**config.mk**
```make
export PLATFORM = sky130hd
export DESIGN_NAME = http_get_request_parser_flat
export DESIGN_NICKNAME = d
export VERILOG_FILES = /design/src/rtl/hgrp_pkg.sv /design/src/rtl/hgrp_in_if.sv /design/src/rtl/hgrp_out_if.sv /design/src/rtl/hgrp_parse.sv /design/src/rtl/http_get_request_parser.sv /design/src/flat_wrapper.sv
export VERILOG_INCLUDE_DIRS = /design/src /design/src/rtl
export SDC_FILE = /design/constraint.sdc
export NUM_CORES = 1
export LEC_CHECK = 0
export ABC_AREA = 1
export BUFFER_PORTS_ARGS = -buffer_cell sky130_fd_sc_hd__buf_2
export CAP_MARGIN = 20
export CORE_MARGIN = 4
export CORE_UTILIZATION = 58
export CTS_BUF_LIST = sky130_fd_sc_hd__clkbuf_4
export DETAILED_ROUTE_END_ITERATION = 6
export PLACE_DENSITY = 0.79
export RECOVER_POWER = 50
export SKIP_LAST_GASP = 1
export SYNTH_ARGS = -nofsm -noshare
export SYNTH_HDL_FRONTEND = slang
export SYNTH_HIERARCHICAL = 1
export SYNTH_SLANG_ARGS = --single-unit
export TNS_END_PERCENT = 100
```
**constraint.sdc**
```tcl
create_clock -name clk_i -period 5.28 [get_ports clk_i]
set_clock_uncertainty 0.15 [all_clocks]
set_input_delay 0.264 -clock clk_i [delete_from_list [all_inputs] [get_ports clk_i]]
set_output_delay 0.264 -clock clk_i [all_outputs]
set_load 0.02 [all_outputs]
```
**src/rtl/http_get_request_parser_macros.svh**
```systemverilog
// assertion macros for the request line parser
`ifndef HTTP_GET_REQUEST_PARSER_MACROS_SVH
`define HTTP_GET_REQUEST_PARSER_MACROS_SVH

`ifndef NO_ASSERTIONS
`define HGRP_ASSERT_IMP(lbl, ante, cons, msg) \
  lbl: assert property (@(posedge clk_i) disable iff (!rst_ni) (ante) |-> (cons)) \
    else $error(msg);
`define HGRP_ASSERT_NXT(lbl, ante, cons, msg) \
  lbl: assert property (@(posedge clk_i) disable iff (!rst_ni) (ante) |=> (cons)) \
    else $error(msg);
`else
`define HGRP_ASSERT_IMP(lbl, ante, cons, msg)
`define HGRP_ASSERT_NXT(lbl, ante, cons, msg)
`endif

`endif

```
**src/rtl/hgrp_pkg.sv**
```systemverilog
`default_nettype none

package hgrp_pkg;

  localparam int unsigned COUNT_BITS = 16;
  localparam int unsigned CFG_BITS   = 16;

  localparam logic [COUNT_BITS-1:0] CNT_MAX = {COUNT_BITS{1'b1}};
  localparam logic [COUNT_BITS-1:0] CNT_ONE = {{(COUNT_BITS-1){1'b0}}, 1'b1};

  localparam logic [CFG_BITS-1:0] MAX_LINE_RST   = 16'd1024;
  localparam logic [CFG_BITS-1:0] MAX_HEADER_RST = 16'd4096;

  localparam logic [31:0] END_MARK  = 32'h0D0A_0D0A;
  localparam logic [31:0] EXT_JPG   = 32'h2E6A_7067;
  localparam logic [31:0] EXT_PNG   = 32'h2E70_6E67;
  localparam logic [31:0] EXT_GIF   = 32'h2E67_6966;
  localparam logic [23:0] EXT_JS    = 24'h2E6A73;
  localparam logic [23:0] DOT_DOT_SLASH = 24'h2E2E2F;

  localparam logic [7:0] CH_SPACE = 8'h20;
  localparam logic [7:0] CH_QUERY = 8'h3F;
  localparam logic [7:0] CH_CR    = 8'h0D;
  localparam logic [7:0] CH_LF    = 8'h0A;
  localparam logic [7:0] CH_ZERO  = 8'h30;
  localparam logic [7:0] CH_ONE   = 8'h31;

  typedef enum logic [0:0] {
    CFG_MAX_LINE   = 1'b0,
    CFG_MAX_HEADER = 1'b1
  } cfg_idx_e;

  typedef enum logic [3:0] {
    PH_METHOD  = 4'd0,
    PH_PATH    = 4'd1,
    PH_ARGS    = 4'd2,
    PH_PROTO   = 4'd3,
    PH_VERSION = 4'd4,
    PH_CR      = 4'd5,
    PH_LF      = 4'd6,
    PH_HEADER  = 4'd7
  } phase_e;

  typedef enum logic [2:0] {
    ST_OK           = 3'd0,
    ST_BAD_METHOD   = 3'd1,
    ST_PATH_ERR     = 3'd2,
    ST_BAD_PROTO    = 3'd3,
    ST_BAD_VERSION  = 3'd4,
    ST_BAD_LINE_END = 3'd5,
    ST_LINE_LONG    = 3'd6,
    ST_HEADER_LONG  = 3'd7
  } status_e;

  typedef enum logic [2:0] {
    KIND_HTML = 3'd0,
    KIND_JS   = 3'd1,
    KIND_JPEG = 3'd2,
    KIND_PNG  = 3'd3,
    KIND_GIF  = 3'd4
  } kind_e;

  typedef struct packed {
    phase_e                phase;
    logic [COUNT_BITS-1:0] line_count;
    logic [COUNT_BITS-1:0] header_count;
    logic [1:0]            method_count;
    logic                  method_match;
    logic [COUNT_BITS-1:0] path_count;
    logic [31:0]           path_tail;
    logic [31:0]           recent_bytes;
    logic                  traversal_seen;
    logic [2:0]            protocol_index;
    logic                  version_digit;
    logic                  finished;
  } parse_state_t;

  typedef struct packed {
    status_e               status;
    logic                  minor_version;
    logic [COUNT_BITS-1:0] path_length;
    kind_e                 content_kind;
    logic                  path_traversal;
  } result_t;

endpackage

`default_nettype wire

```
**src/rtl/hgrp_in_if.sv**
```systemverilog
`default_nettype none

interface hgrp_in_if;
  logic       valid;
  logic       ready;
  logic [7:0] data_byte;
  logic       start_request;

  modport source (output valid, output data_byte, output start_request, input ready);
  modport sink   (input valid, input data_byte, input start_request, output ready);
endinterface

`default_nettype wire

```
**src/rtl/hgrp_out_if.sv**
```systemverilog
`default_nettype none

interface hgrp_out_if;
  logic        valid;
  logic        ready;
  logic [2:0]  status;
  logic        minor_version;
  logic [15:0] path_length;
  logic [2:0]  content_kind;
  logic        path_traversal;

  modport source (output valid, output status, output minor_version, output path_length,
                  output content_kind, output path_traversal, input ready);
  modport sink   (input valid, input status, input minor_version, input path_length,
                  input content_kind, input path_traversal, output ready);
endinterface

`default_nettype wire

```
**src/rtl/hgrp_parse.sv**
```systemverilog
`default_nettype none

module hgrp_parse (
  input  wire logic                          clk_i,
  input  wire logic                          rst_ni,
  input  wire logic                          fire_i,
  input  wire logic [7:0]                    byte_i,
  input  wire logic                          start_i,
  input  wire logic [hgrp_pkg::CFG_BITS-1:0] max_line_i,
  input  wire logic [hgrp_pkg::CFG_BITS-1:0] max_header_i,
  output logic                               res_valid_o,
  output hgrp_pkg::result_t                  res_o
);

  hgrp_pkg::parse_state_t state_q, state_d, clr_state;
  logic                   emit;
  hgrp_pkg::status_e      emit_status;
  logic [7:0]             low_b;
  logic                   is_letter;

  function automatic logic [7:0] get_char(input logic [1:0] idx);
    case (idx)
      2'd0:    get_char = 8'h67;
      2'd1:    get_char = 8'h65;
      2'd2:    get_char = 8'h74;
      default: get_char = 8'h00;
    endcase
  endfunction

  function automatic logic [7:0] proto_char(input logic [2:0] idx);
    case (idx)
      3'd0:    proto_char = 8'h68;
      3'd1:    proto_char = 8'h74;
      3'd2:    proto_char = 8'h74;
      3'd3:    proto_char = 8'h70;
      3'd4:    proto_char = 8'h2F;
      3'd5:    proto_char = 8'h31;
      3'd6:    proto_char = 8'h2E;
      default: proto_char = 8'h00;
    endcase
  endfunction

  always_comb begin
    clr_state                = '0;
    clr_state.phase          = hgrp_pkg::PH_METHOD;
    clr_state.method_match   = 1'b1;
  end

  assign low_b     = (byte_i >= 8'h41 && byte_i <= 8'h5A) ? byte_i + 8'd32 : byte_i;
  assign is_letter = (low_b >= 8'h61 && low_b <= 8'h7A);

  // next state
  always_comb begin
    state_d     = start_i ? clr_state : state_q;
    emit        = 1'b0;
    emit_status = hgrp_pkg::ST_OK;
    if (!state_d.finished) begin
      state_d.recent_bytes = {state_d.recent_bytes[23:0], byte_i};
      if (state_d.phase == hgrp_pkg::PH_HEADER) begin
        if (state_d.header_count >= max_header_i || state_d.header_count == hgrp_pkg::CNT_MAX) begin
          emit        = 1'b1;
          emit_status = hgrp_pkg::ST_HEADER_LONG;
        end else begin
          state_d.header_count = state_d.header_count + hgrp_pkg::CNT_ONE;
          if (state_d.recent_bytes == hgrp_pkg::END_MARK) begin
            emit        = 1'b1;
            emit_status = hgrp_pkg::ST_OK;
          end
        end
      end else if (state_d.line_count >= max_line_i || state_d.line_count == hgrp_pkg::CNT_MAX) begin
        emit        = 1'b1;
        emit_status = hgrp_pkg::ST_LINE_LONG;
      end else begin
        state_d.line_count = state_d.line_count + hgrp_pkg::CNT_ONE;
        case (state_d.phase)
          hgrp_pkg::PH_METHOD: begin
            if (is_letter) begin
              if (state_d.method_count == 2'd3) begin
                emit        = 1'b1;
                emit_status = hgrp_pkg::ST_BAD_METHOD;
              end else begin
                if (low_b != get_char(state_d.method_count)) state_d.method_match = 1'b0;
                state_d.method_count = state_d.method_count + 2'd1;
              end
            end else if (byte_i == hgrp_pkg::CH_SPACE && state_d.method_count == 2'd3 &&
                         state_d.method_match) begin
              state_d.phase = hgrp_pkg::PH_PATH;
            end else begin
              emit        = 1'b1;
              emit_status = hgrp_pkg::ST_BAD_METHOD;
            end
          end
          hgrp_pkg::PH_PATH: begin
            if (byte_i == hgrp_pkg::CH_SPACE) begin
              state_d.phase = hgrp_pkg::PH_PROTO;
            end else if (byte_i == hgrp_pkg::CH_QUERY || byte_i == hgrp_pkg::CH_CR) begin
              state_d.phase = hgrp_pkg::PH_ARGS;
            end else if (state_d.path_count == hgrp_pkg::CNT_MAX) begin
              emit        = 1'b1;
              emit_status = hgrp_pkg::ST_PATH_ERR;
            end else begin
              state_d.path_count = state_d.path_count + hgrp_pkg::CNT_ONE;
              state_d.path_tail  = {state_d.path_tail[23:0], byte_i};
              if (state_d.path_count >= 16'd3 &&
                  state_d.path_tail[23:0] == hgrp_pkg::DOT_DOT_SLASH) begin
                state_d.traversal_seen = 1'b1;
              end
            end
          end
          hgrp_pkg::PH_ARGS: begin
            if (byte_i == hgrp_pkg::CH_SPACE) state_d.phase = hgrp_pkg::PH_PROTO;
          end
          hgrp_pkg::PH_PROTO: begin
            if (state_d.protocol_index > 3'd6 ||
                low_b != proto_char(state_d.protocol_index)) begin
              emit        = 1'b1;
              emit_status = hgrp_pkg::ST_BAD_PROTO;
            end else begin
              state_d.protocol_index = state_d.protocol_index + 3'd1;
              if (state_d.protocol_index == 3'd7) state_d.phase = hgrp_pkg::PH_VERSION;
            end
          end
          hgrp_pkg::PH_VERSION: begin
            if (byte_i != hgrp_pkg::CH_ZERO && byte_i != hgrp_pkg::CH_ONE) begin
              emit        = 1'b1;
              emit_status = hgrp_pkg::ST_BAD_VERSION;
            end else begin
              state_d.version_digit = byte_i[0];
              state_d.phase         = hgrp_pkg::PH_CR;
            end
          end
          hgrp_pkg::PH_CR: begin
            if (byte_i != hgrp_pkg::CH_CR) begin
              emit        = 1'b1;
              emit_status = hgrp_pkg::ST_BAD_LINE_END;
            end else begin
              state_d.phase = hgrp_pkg::PH_LF;
            end
          end
          hgrp_pkg::PH_LF: begin
            if (byte_i != hgrp_pkg::CH_LF) begin
              emit        = 1'b1;
              emit_status = hgrp_pkg::ST_BAD_LINE_END;
            end else begin
              state_d.phase = hgrp_pkg::PH_HEADER;
            end
          end
          default: begin
            state_d.phase = hgrp_pkg::PH_METHOD;
            emit          = 1'b1;
            emit_status   = hgrp_pkg::ST_BAD_METHOD;
          end
        endcase
      end
    end
    if (emit) state_d.finished = 1'b1;
  end

  // result fields, taken from the state as it stands once this byte is applied
  always_comb begin
    res_valid_o          = fire_i && emit;
    res_o.status         = emit_status;
    res_o.minor_version  = state_d.version_digit;
    res_o.path_length    = state_d.path_count;
    res_o.path_traversal = state_d.traversal_seen;
    res_o.content_kind   = hgrp_pkg::KIND_HTML;
    if (state_d.path_count > 16'd3 && state_d.path_tail == hgrp_pkg::EXT_JPG) begin
      res_o.content_kind = hgrp_pkg::KIND_JPEG;
    end else if (state_d.path_count > 16'd3 && state_d.path_tail == hgrp_pkg::EXT_PNG) begin
      res_o.content_kind = hgrp_pkg::KIND_PNG;
    end else if (state_d.path_count > 16'd3 && state_d.path_tail == hgrp_pkg::EXT_GIF) begin
      res_o.content_kind = hgrp_pkg::KIND_GIF;
    end else if (state_d.path_count > 16'd2 && state_d.path_tail[23:0] == hgrp_pkg::EXT_JS) begin
      res_o.content_kind = hgrp_pkg::KIND_JS;
    end
  end

  always_ff @(posedge clk_i or negedge rst_ni) begin
    if (!rst_ni) begin
      state_q <= clr_state;
    end else if (fire_i) begin
      state_q <= state_d;
    end
  end

endmodule

`default_nettype wire

```
**src/rtl/http_get_request_parser.sv**
```systemverilog
// result: a result is registered in the result buffer when the input register passes on the byte
// that ends the request line, the header or the request on an error
// throughput: one byte per cycle while the skid entry is empty, set by the single-pass
// parser between input and result registers; a two-entry result buffer lets bytes keep
// flowing while a result waits; the input stalls only while both result entries are full
// reset: asynchronous, clears the parser and buffers and restores both length limits
`default_nettype none

`include "http_get_request_parser_macros.svh"

module http_get_request_parser (
  input  wire logic                          clk_i,
  input  wire logic                          rst_ni,
  hgrp_in_if.sink                            in_i,
  hgrp_out_if.source                         out_o,
  input  wire logic                          cfg_we_i,
  input  wire logic                          cfg_idx_i,
  input  wire logic [hgrp_pkg::CFG_BITS-1:0] cfg_wdata_i
);

  logic [hgrp_pkg::CFG_BITS-1:0] max_line_q, max_header_q;

  logic       in_valid_q, in_valid_d;
  logic [7:0] in_byte_q;
  logic       in_start_q;
  logic       accept, fire;

  logic              res_valid;
  hgrp_pkg::result_t res;

  logic              out_valid_q, out_valid_d, skid_valid_q, skid_valid_d;
  hgrp_pkg::result_t out_q, out_d, skid_q, skid_d;
  logic              pop, push;

  // configuration
  always_ff @(posedge clk_i or negedge rst_ni) begin
    if (!rst_ni) begin
      max_line_q   <= hgrp_pkg::MAX_LINE_RST;
      max_header_q <= hgrp_pkg::MAX_HEADER_RST;
    end else if (cfg_we_i) begin
      case (hgrp_pkg::cfg_idx_e'(cfg_idx_i))
        hgrp_pkg::CFG_MAX_LINE:   max_line_q   <= cfg_wdata_i;
        hgrp_pkg::CFG_MAX_HEADER: max_header_q <= cfg_wdata_i;
        default: ;
      endcase
    end
  end

  // input register
  assign fire       = in_valid_q && !skid_valid_q;
  assign in_i.ready = !in_valid_q || fire;
  assign accept     = in_i.valid && in_i.ready;
  assign in_valid_d = accept ? 1'b1 : (fire ? 1'b0 : in_valid_q);

  always_ff @(posedge clk_i or negedge rst_ni) begin
    if (!rst_ni) begin
      in_valid_q <= 1'b0;
    end else begin
      in_valid_q <= in_valid_d;
    end
  end

  always_ff @(posedge clk_i) begin
    if (accept) begin
      in_byte_q  <= in_i.data_byte;
      in_start_q <= in_i.start_request;
    end
  end

  hgrp_parse u_parse (
    .clk_i        (clk_i),
    .rst_ni       (rst_ni),
    .fire_i       (fire),
    .byte_i       (in_byte_q),
    .start_i      (in_start_q),
    .max_line_i   (max_line_q),
    .max_header_i (max_header_q),
    .res_valid_o  (res_valid),
    .res_o        (res)
  );

  // result register with skid entry
  assign pop  = out_valid_q && out_o.ready;
  assign push = res_valid;

  always_comb begin
    out_valid_d  = out_valid_q;
    out_d        = out_q;
    skid_valid_d = skid_valid_q;
    skid_d       = skid_q;
    if (!out_valid_q || pop) begin
      if (skid_valid_q) begin
        out_valid_d  = 1'b1;
        out_d        = skid_q;
        skid_valid_d = 1'b0;
      end else if (push) begin
        out_valid_d = 1'b1;
        out_d       = res;
      end else begin
        out_valid_d = 1'b0;
      end
    end else if (push) begin
      skid_valid_d = 1'b1;
      skid_d       = res;
    end
  end

  always_ff @(posedge clk_i or negedge rst_ni) begin
    if (!rst_ni) begin
      out_valid_q  <= 1'b0;
      skid_valid_q <= 1'b0;
    end else begin
      out_valid_q  <= out_valid_d;
      skid_valid_q <= skid_valid_d;
    end
  end

  always_ff @(posedge clk_i) begin
    out_q  <= out_d;
    skid_q <= skid_d;
  end

  assign out_o.valid          = out_valid_q;
  assign out_o.status         = out_q.status;
  assign out_o.minor_version  = out_q.minor_version;
  assign out_o.path_length    = out_q.path_length;
  assign out_o.content_kind   = out_q.content_kind;
  assign out_o.path_traversal = out_q.path_traversal;

  `HGRP_ASSERT_IMP(a_skid_has_main, skid_valid_q, out_valid_q, "skid entry without main entry")
  `HGRP_ASSERT_IMP(a_res_on_fire, res_valid, fire, "result without a byte in process")
  `HGRP_ASSERT_IMP(a_empty_ready, !in_valid_q, in_i.ready, "empty input register not ready")
  `HGRP_ASSERT_NXT(a_skid_fill, push && out_valid_q && !pop, skid_valid_q, "result not held")

endmodule

`default_nettype wire

```
**src/flat_wrapper.sv**
```systemverilog
// flat-port wrapper written by rule: the top's interface ports become plain ports
module http_get_request_parser_flat 
  (clk_i, rst_ni, cfg_we_i, cfg_idx_i, cfg_wdata_i, in_i_valid, in_i_data_byte, in_i_start_request, in_i_ready, out_o_valid, out_o_status, out_o_minor_version, out_o_path_length, out_o_content_kind, out_o_path_traversal, out_o_ready);
  hgrp_in_if in_i_i ();
  hgrp_out_if out_o_i ();
  input  wire logic clk_i;
  input  wire logic rst_ni;
  input  wire logic cfg_we_i;
  input  wire logic cfg_idx_i;
  input  wire logic [hgrp_pkg::CFG_BITS-1:0] cfg_wdata_i;
  input wire logic [$bits(in_i_i.valid)-1:0] in_i_valid;
  input wire logic [$bits(in_i_i.data_byte)-1:0] in_i_data_byte;
  input wire logic [$bits(in_i_i.start_request)-1:0] in_i_start_request;
  output wire logic [$bits(in_i_i.ready)-1:0] in_i_ready;
  output wire logic [$bits(out_o_i.valid)-1:0] out_o_valid;
  output wire logic [$bits(out_o_i.status)-1:0] out_o_status;
  output wire logic [$bits(out_o_i.minor_version)-1:0] out_o_minor_version;
  output wire logic [$bits(out_o_i.path_length)-1:0] out_o_path_length;
  output wire logic [$bits(out_o_i.content_kind)-1:0] out_o_content_kind;
  output wire logic [$bits(out_o_i.path_traversal)-1:0] out_o_path_traversal;
  input wire logic [$bits(out_o_i.ready)-1:0] out_o_ready;
  assign in_i_i.valid = in_i_valid;
  assign in_i_i.data_byte = in_i_data_byte;
  assign in_i_i.start_request = in_i_start_request;
  assign in_i_ready = in_i_i.ready;
  assign out_o_valid = out_o_i.valid;
  assign out_o_status = out_o_i.status;
  assign out_o_minor_version = out_o_i.minor_version;
  assign out_o_path_length = out_o_i.path_length;
  assign out_o_content_kind = out_o_i.content_kind;
  assign out_o_path_traversal = out_o_i.path_traversal;
  assign out_o_i.ready = out_o_ready;
  http_get_request_parser u_core (.clk_i(clk_i), .rst_ni(rst_ni), .in_i(in_i_i), .out_o(out_o_i), .cfg_we_i(cfg_we_i), .cfg_idx_i(cfg_idx_i), .cfg_wdata_i(cfg_wdata_i));
endmodule
```
After elaboration in Yosys (flattened, before gate mapping)
Cells that the tools add are included.
{"block": "classes", "add_sub_neg": 6, "magnitude_cmp": 10, "eq_ne": 35, "mux": 95, "bitwise_logic": 2, "n_reduce_logical": 34}
{"operator": "48-bit two-way mux", "n": 4}
{"operator": "125-bit two-way mux", "n": 1}
{"operator": "124-bit two-way mux", "n": 1}
{"operator": "51-bit two-way mux", "n": 2}
{"operator": "32-bit by 30-bit equality test with 1-bit output, second input constant", "n": 3}
{"operator": "8-bit two-way mux", "n": 11}
{"operator": "16-bit by 1-bit adder with 16-bit output, second input constant", "n": 3}
{"operator": "16-bit equality test, second input constant", "n": 3}
{"operator": "24-bit by 22-bit equality test with 1-bit output, second input constant", "n": 2}
{"operator": "24-bit two-way mux", "n": 2}
{"operator": "3-bit two-way mux", "n": 16}
{"operator": "7-bit one-hot mux with 6 select lines", "n": 1}
{"operator": "20-bit two-way mux", "n": 2}
{"operator": "4-bit two-way mux", "n": 10}
{"operator": "1-bit two-way mux", "n": 33}
{"operator": "32-bit by 28-bit equality test with 1-bit output, second input constant", "n": 1}
{"operator": "16-bit >= comparator", "n": 2}
{"operator": "16-bit by 2-bit greater-than comparator with 1-bit output, second input constant", "n": 2}
{"operator": "16-bit two-way mux", "n": 2}
{"operator": "4-bit one-hot mux with 7 select lines", "n": 1}
{"operator": "3-bit one-hot mux with 7 select lines", "n": 1}
{"operator": "7-bit one-hot mux with 3 select lines", "n": 1}
{"operator": "4-bit by 3-bit equality test with 1-bit output, second input constant", "n": 4}
{"operator": "8-bit by 6-bit equality test with 1-bit output, second input constant", "n": 2}
{"operator": "other kinds (31)", "n": 72}
{"block": "totals", "ff_bits": 209, "in_bits": 31, "output_inout_bits": 26, "wordCells": 211}

Logic depth before layout (Yosys ltp)
{"block": "depth", "depth_word": 26, "mapped_depth": 34, "depth_no_buf": 28}

By module
Netlist, hierarchy kept.
{"module": "hgrp_parse", "n_inst": 1, "cells_each": 1394, "area_each_um2": 9255.1, "seq_area_each_um2": 2929.1}
{"module": "http_get_request_parser", "n_inst": 1, "cells_each": 292, "area_each_um2": 3494.6, "seq_area_each_um2": 2590.0}

Worst setup path after synthesis
Ideal clock, no wire load.
{"block": "synth_timing", "kind": "reg-to-reg", "from": "register u_core.in_start_q", "to": "register u_core.out_q (netlist bit u_core/out_o.content_kind[0]), enable pin", "setup_ps": 413, "arrival_time_ps": 4694, "required_ps": 4717, "setup_slack_ps": 23, "stages_incl_launch_ff": 26, "period_less_slack_ps": 5257, "cell_sequence": "edfxtp_1 buf_4 buf_2 buf_2 buf_1 clkbuf_1 clkbuf_1 nor2_1 ha_1 a21boi_1 nand2_1 nand2_1 nand2_1 nand2_1 nand2_1 nand2_1 nand2_2 nand2_2 nor2_1 inv_1 nor2_1 nand3_1 nand3_1 nor2_1 nor2_1 a21oi_1"}
{"block": "synth_via", "elab_chain_cells": 18, "elab_cells_between_ends": 52}
{"element": "start, declared", "line_no": "http_get_request_parser.sv:25", "text": "logic in_start_q;"}
{"element": "start signal, assigned", "line_no": "http_get_request_parser.sv:66", "text": "in_start_q <= in_i.start_request;"}
{"element": "125-bit two-way mux (*)", "line_no": "hgrp_parse.sv:54", "text": "state_d = start_i ? clr_state : state_q;"}
{"element": "3-bit by 2-bit equality test with 1-bit output or 3-bit by 1-bit equality test with 1-bit output (tied branches)", "line_no": "hgrp_parse.sv:31", "text": "case (idx)"}
{"element": "2-bit OR reduction (no line)"}
{"element": "7-bit one-hot mux with 6 select lines", "line_no": "hgrp_parse.sv:31"}
{"element": "8-bit two-way mux", "line_no": "hgrp_parse.sv:75", "text": "case (state_d.phase)"}
{"element": "8-bit two-way mux", "line_no": "hgrp_parse.sv:70", "text": "end else if (state_d.line_count >= max_line_i || state_d.line_count == hgrp_pkg::CNT_MAX) begin"}
{"element": "8-bit two-way mux", "line_no": "hgrp_parse.sv:59", "text": "if (state_d.phase == hgrp_pkg::PH_HEADER) begin"}
{"element": "8-bit two-way mux", "line_no": "hgrp_parse.sv:57", "text": "if (!state_d.finished) begin"}
{"element": "(+3 left out)"}
{"element": "1-bit one-hot mux with 7 select lines", "line_no": "hgrp_parse.sv:75"}
{"element": "1-bit two-way mux", "line_no": "hgrp_parse.sv:70"}
{"element": "1-bit two-way mux", "line_no": "hgrp_parse.sv:59"}
{"element": "1-bit two-way mux (*)", "line_no": "hgrp_parse.sv:57"}
{"element": "1-bit logical AND (*)", "line_no": "hgrp_parse.sv:161", "text": "res_valid_o = fire_i && emit;"}
{"element": "via u_core.push", "line_no": "http_get_request_parser.sv:33", "text": "logic pop, push;"}
{"element": "2-bit nonzero test (no line) (*)"}
{"element": "2-bit AND reduction (no line) (*)"}
{"element": "end signal, assigned", "line_no": "http_get_request_parser.sv:119", "text": "out_q <= out_d;"}
{"element": "end, declared", "line_no": "http_get_request_parser.sv:32", "text": "hgrp_pkg::result_t out_q, out_d, skid_q, skid_d;"}
The timed path passes the listed nets; every way through them passes the cells marked *. The select of a mux whose other input is x is not followed.
A chain may end at the register's enable or synchronous reset.

==> results.md <==
- Setup CP Type: flip-flop to flip-flop
- Sw frac: 38.8%
- Comb pwr share: 32.1%
- P_sw: 2.13 mW
- Post-DP HPWL: 23.2 mm
- Final Hold Viols: 0
- Core box area: 21,400 µm²
- Reg2reg start: u_core/in_start_q
- Crit path launch type: flip-flop
- Period utilization: 86.9%
- Initial Utilization: 59.7%
- Seq/Total Area, Yosys: 43.3%
- # IOs: 57
- Crit-path slowest cell: edfxtp_1
- Seq pwr share: 40.8%
- Nets@finish: 1,856
- First-pass GRT wire length: 55.5 mm
- Area growth syn-to-layout: 11.4%
- Placed Instances: 1,957
- Share of cells above drive strength 1: 10.8%
- Post-synth EDFFs: 57
- # port buffers: 56
- H-tree depth: 2
- Crit-path most repeated cell: nand2_1
- Clock network fraction of design power: 27.1%
- Slowest Stage Delay on Critical Path: 0.58 ns
- Crit-path leading delay family: simple AND/OR/NAND/NOR gates
- Reg2Reg Depth: 22
- Post-synth cell types: 57
- Clk root buf: clkbuf_4
- Top cell type's share of synthesized area: 29.2%
- Synth area leaders: dfrtp_1, edfxtp_1, nand2_1
- # Max-Cap Violations: 4
- Sink Count: 209
- Routed length per instance: 16.1 µm
- Max clock buf depth: 3
- Overflow after GRT: 0
- Drt drc: 0
- Pin count of the biggest net entering global routing: 66
- Die area: 24,400 µm²
- Ys flop type: dfrtp_1
- RR Endpoint: u_core/out_o.content_kind[1]
- Fin Hold WS: 0.159 ns
- Mean Syn Cell Area: 7.56 µm²
- Unrepaired setup endpoints after global routing: false
- Clk slew on worst S/H paths: 0.06 ns
- Worst path bufs/invs: 2
- Max Slew Vio Count: 206
- Post-CTS Setup Bufs: 0
- Mapped Nets: 1,758
- Setup violators final: 0
- Gpl congestion: 0.989
- Die Ht: 156 µm
- Drt total wl: 34.0 mm
- WP depth: 22
- Setup TNS: 0 ns
- Critical path capture point type: flip-flop
- Drt pass-1 iters: 6
- Initial antenna violation count: 5
- Synth Register Bits: 209
- R2R Setup Slk: 0.69 ns
- Ys Warns: 6
- DR WL met3: 2.96 mm
- Cell area power density: 387 nW/µm²
- HP Class: input pin to flip-flop
- Vias in the first global route: 11,300
- Failing checks: max-capacitance violations, max-slew violations
- Post-Syn Area: 12,700 µm²
- Synth area leader: dfrtp_1
- Pint: 3.37 mW
- GRT Total Usage: 27.9%
- Worst EP arrival: 4.78 ns
- Post-route insts no fill: 2,110
- Static Leak: 6.72 nW
- Via-per-instance ratio: 5.50
- Crit-path max FO: 36
- Measured slew at the worst slew-check pin: 2.76 ns
- CP Cell Sequence: buf_4, nor2_2, ha_1, a21oi_1, o21a_1, nand2_1, nand2_1, nand2_1, nand2_2, nand2_2, nor2_4, nand2_1, nand3_1, o21ai_0, nor2_1, nand2_1, nor2_1, nand2_1, nand3_1, nand2_1, inv_1, o21ai_0
- Syn Inst Count: 1,686
- WP data required: 5.47 ns
- Met2 wire length: 15.1 mm
- Post-CTS Resized: 0
- CTS tree: yes
- # rows: 53
- Crit path from: u_core/in_start_q
- Post-synth top cells: nand2_1, inv_1, nor2_1
- F_max: 0.218 GHz
- Worst vdd ir: 0.000228 V
- TritonCTS Buffers: 57
- Most common cell in the netlist: nand2_1
- Clk_lat worst skew: 0.67 ns
- Crit path time final: 4.59 ns
- Outcome: complete, but fails checks
- Antenna Nets Post-Route: 0
- CP endpoint: u_core/out_o.content_kind[1]
- Total number of vias: 11,600
- Relative slew slack: -83.9%
- Width of the die: 156 µm
- WL met1: 14.9 mm
- Async set-reset flop share out of synthesis: 72.7%
- Finished Core Util: 66.5%
- Top sig layer: met4
- Drt first-iter violations: 1,179
-- timing repair --
item | CTS | global route
hold buffers | 43 | 0
hold endpoints to repair | 175 | 0
setup endpoints to repair | 0 | 0
-- cells by family after synthesis --
logic type               Yosys count  synth area share, %
AND/OR/NAND/NOR                  842                 28.6
buffers and inverters            334                 11.3
AO/OA/AOI/OAI                    215                 9.71
flip-flops                       209                 43.3
XOR/XNOR                          45                 3.09
adder cells (fa/ha/maj)           41                 4.02
-- worst register-to-register path, delay by kind of cell (launching register included) --
kind	cells	cell delay [ns]
AO/OA/AOI/OAI	4	0.51
adder cells (fa/ha/maj)	1	0.20
flip-flops	1	0.58
buffers and inverters	2	0.59
AND/OR/NAND/NOR	15	2.24
-- power groups by stage --
| stage | Combinational, mW | Sequential, mW | Clock (mW) |
|---|---|---|---|
| floorplan | 1.21 | 2.29 | 0 |
| global placement | 1.69 | 2.25 | 0 |
| detailed placement | 1.73 | 2.27 | 0 |
| CTS | 1.76 | 2.24 | 1.53 |
| global route | 1.98 | 2.28 | 1.64 |
| finish | 1.76 | 2.25 | 1.49 |
-- layout make-up --
| cell class | instances | area, µm² |
|---|---|---|
| diodes | 6 | 15.0 |
| multi-input cells | 1143 | 5780 |
| well taps | 275 | 344 |
| flip-flops and latches | 209 | 5520 |
| clock buffers | 90 | 676 |
| inverters | 256 | 966 |
| clock inverters | 14 | 80.1 |
| fillers | 1832 | 7150 |
| repair buffers | 117 | 816 |
-- flip-flops by register name, summed over array words and instances (netlist names), 3 cells and up --
name and count:
u_core/out_o.path_length 16, u_core/out_o.content_kind 3, u_core/skid_q 24, u_core/in_byte_q 8
u_core/max_header_q 16, u_core/out_o.status 3, u_core/u_parse/state_q 117, u_core/max_line_q 16
-- worst min path at each step --
stage,start,endpoint,slack [ns],cells after the start
after floorplan,rst_ni,u_core/in_valid_q,-0.18,0
after global placement,rst_ni,u_core/u_parse/state_q[111],0.04,1
after detailed placement,rst_ni,u_core/u_parse/state_q[116],0.04,1
after CTS,in_i_data_byte[2],u_core/in_byte_q[2],0.1,2
after global routing,in_i_data_byte[0],u_core/in_byte_q[0],0.13,2
final,in_i_data_byte[2],u_core/in_byte_q[2],0.16,2
-- placed cells by master (no fill, tap or decap), types with 5 or more instances in the layout --
master	netlist	final
dfrtp_1	149	149
nand3_1	95	95
nand2_1	440	442
a31oi_1	5	5
nor2_1	182	180
diode_2	0	6
nand2_2	8	8
clkbuf_1	22	32
o21ai_2	6	6
nand3_2	6	6
ha_1	41	41
o211ai_1	7	7
o21ai_0	110	110
buf_4	29	12
clkbuf_4	0	90
inv_1	241	241
o22ai_1	13	13
buf_2	11	27
xor2_1	40	40
edfxtp_1	57	57
nor3_1	30	30
clkinv_1	1	13
nand4_1	35	35
inv_2	13	13
o21ai_1	16	16
nor2_2	10	11
a21oi_1	31	30
o221ai_1	5	5
xnor2_1	5	5
dlygate4sd3_1	0	42
nor2_4	7	8
nor4_1	17	17
-- metrics by stage --
step	setup slack, ns	instance area (µm²)	power, mW
6_report	0.693	14200	5.50
3_3_place_gp	0.959	13100	3.95
5_1_grt	0.313	14200	5.90
3_5_place_dp	0.844	13100	3.99
4_1_cts	0.809	14300	5.53
2_1_floorplan	0.0230	12700	3.50
-- metal layers --
| layer | global-route usage, % | vias to the layer above |
|---|---|---|
| met2 | 43.1 | 536 |
| met3 | 5.59 | 98 |
| met4 | 10.4 | 0 |
| met1 | 39.2 | 5326 |
| li1 | - | 5653 |
| met5 | 0 | - |
Power figures use the tool's default switching activity.
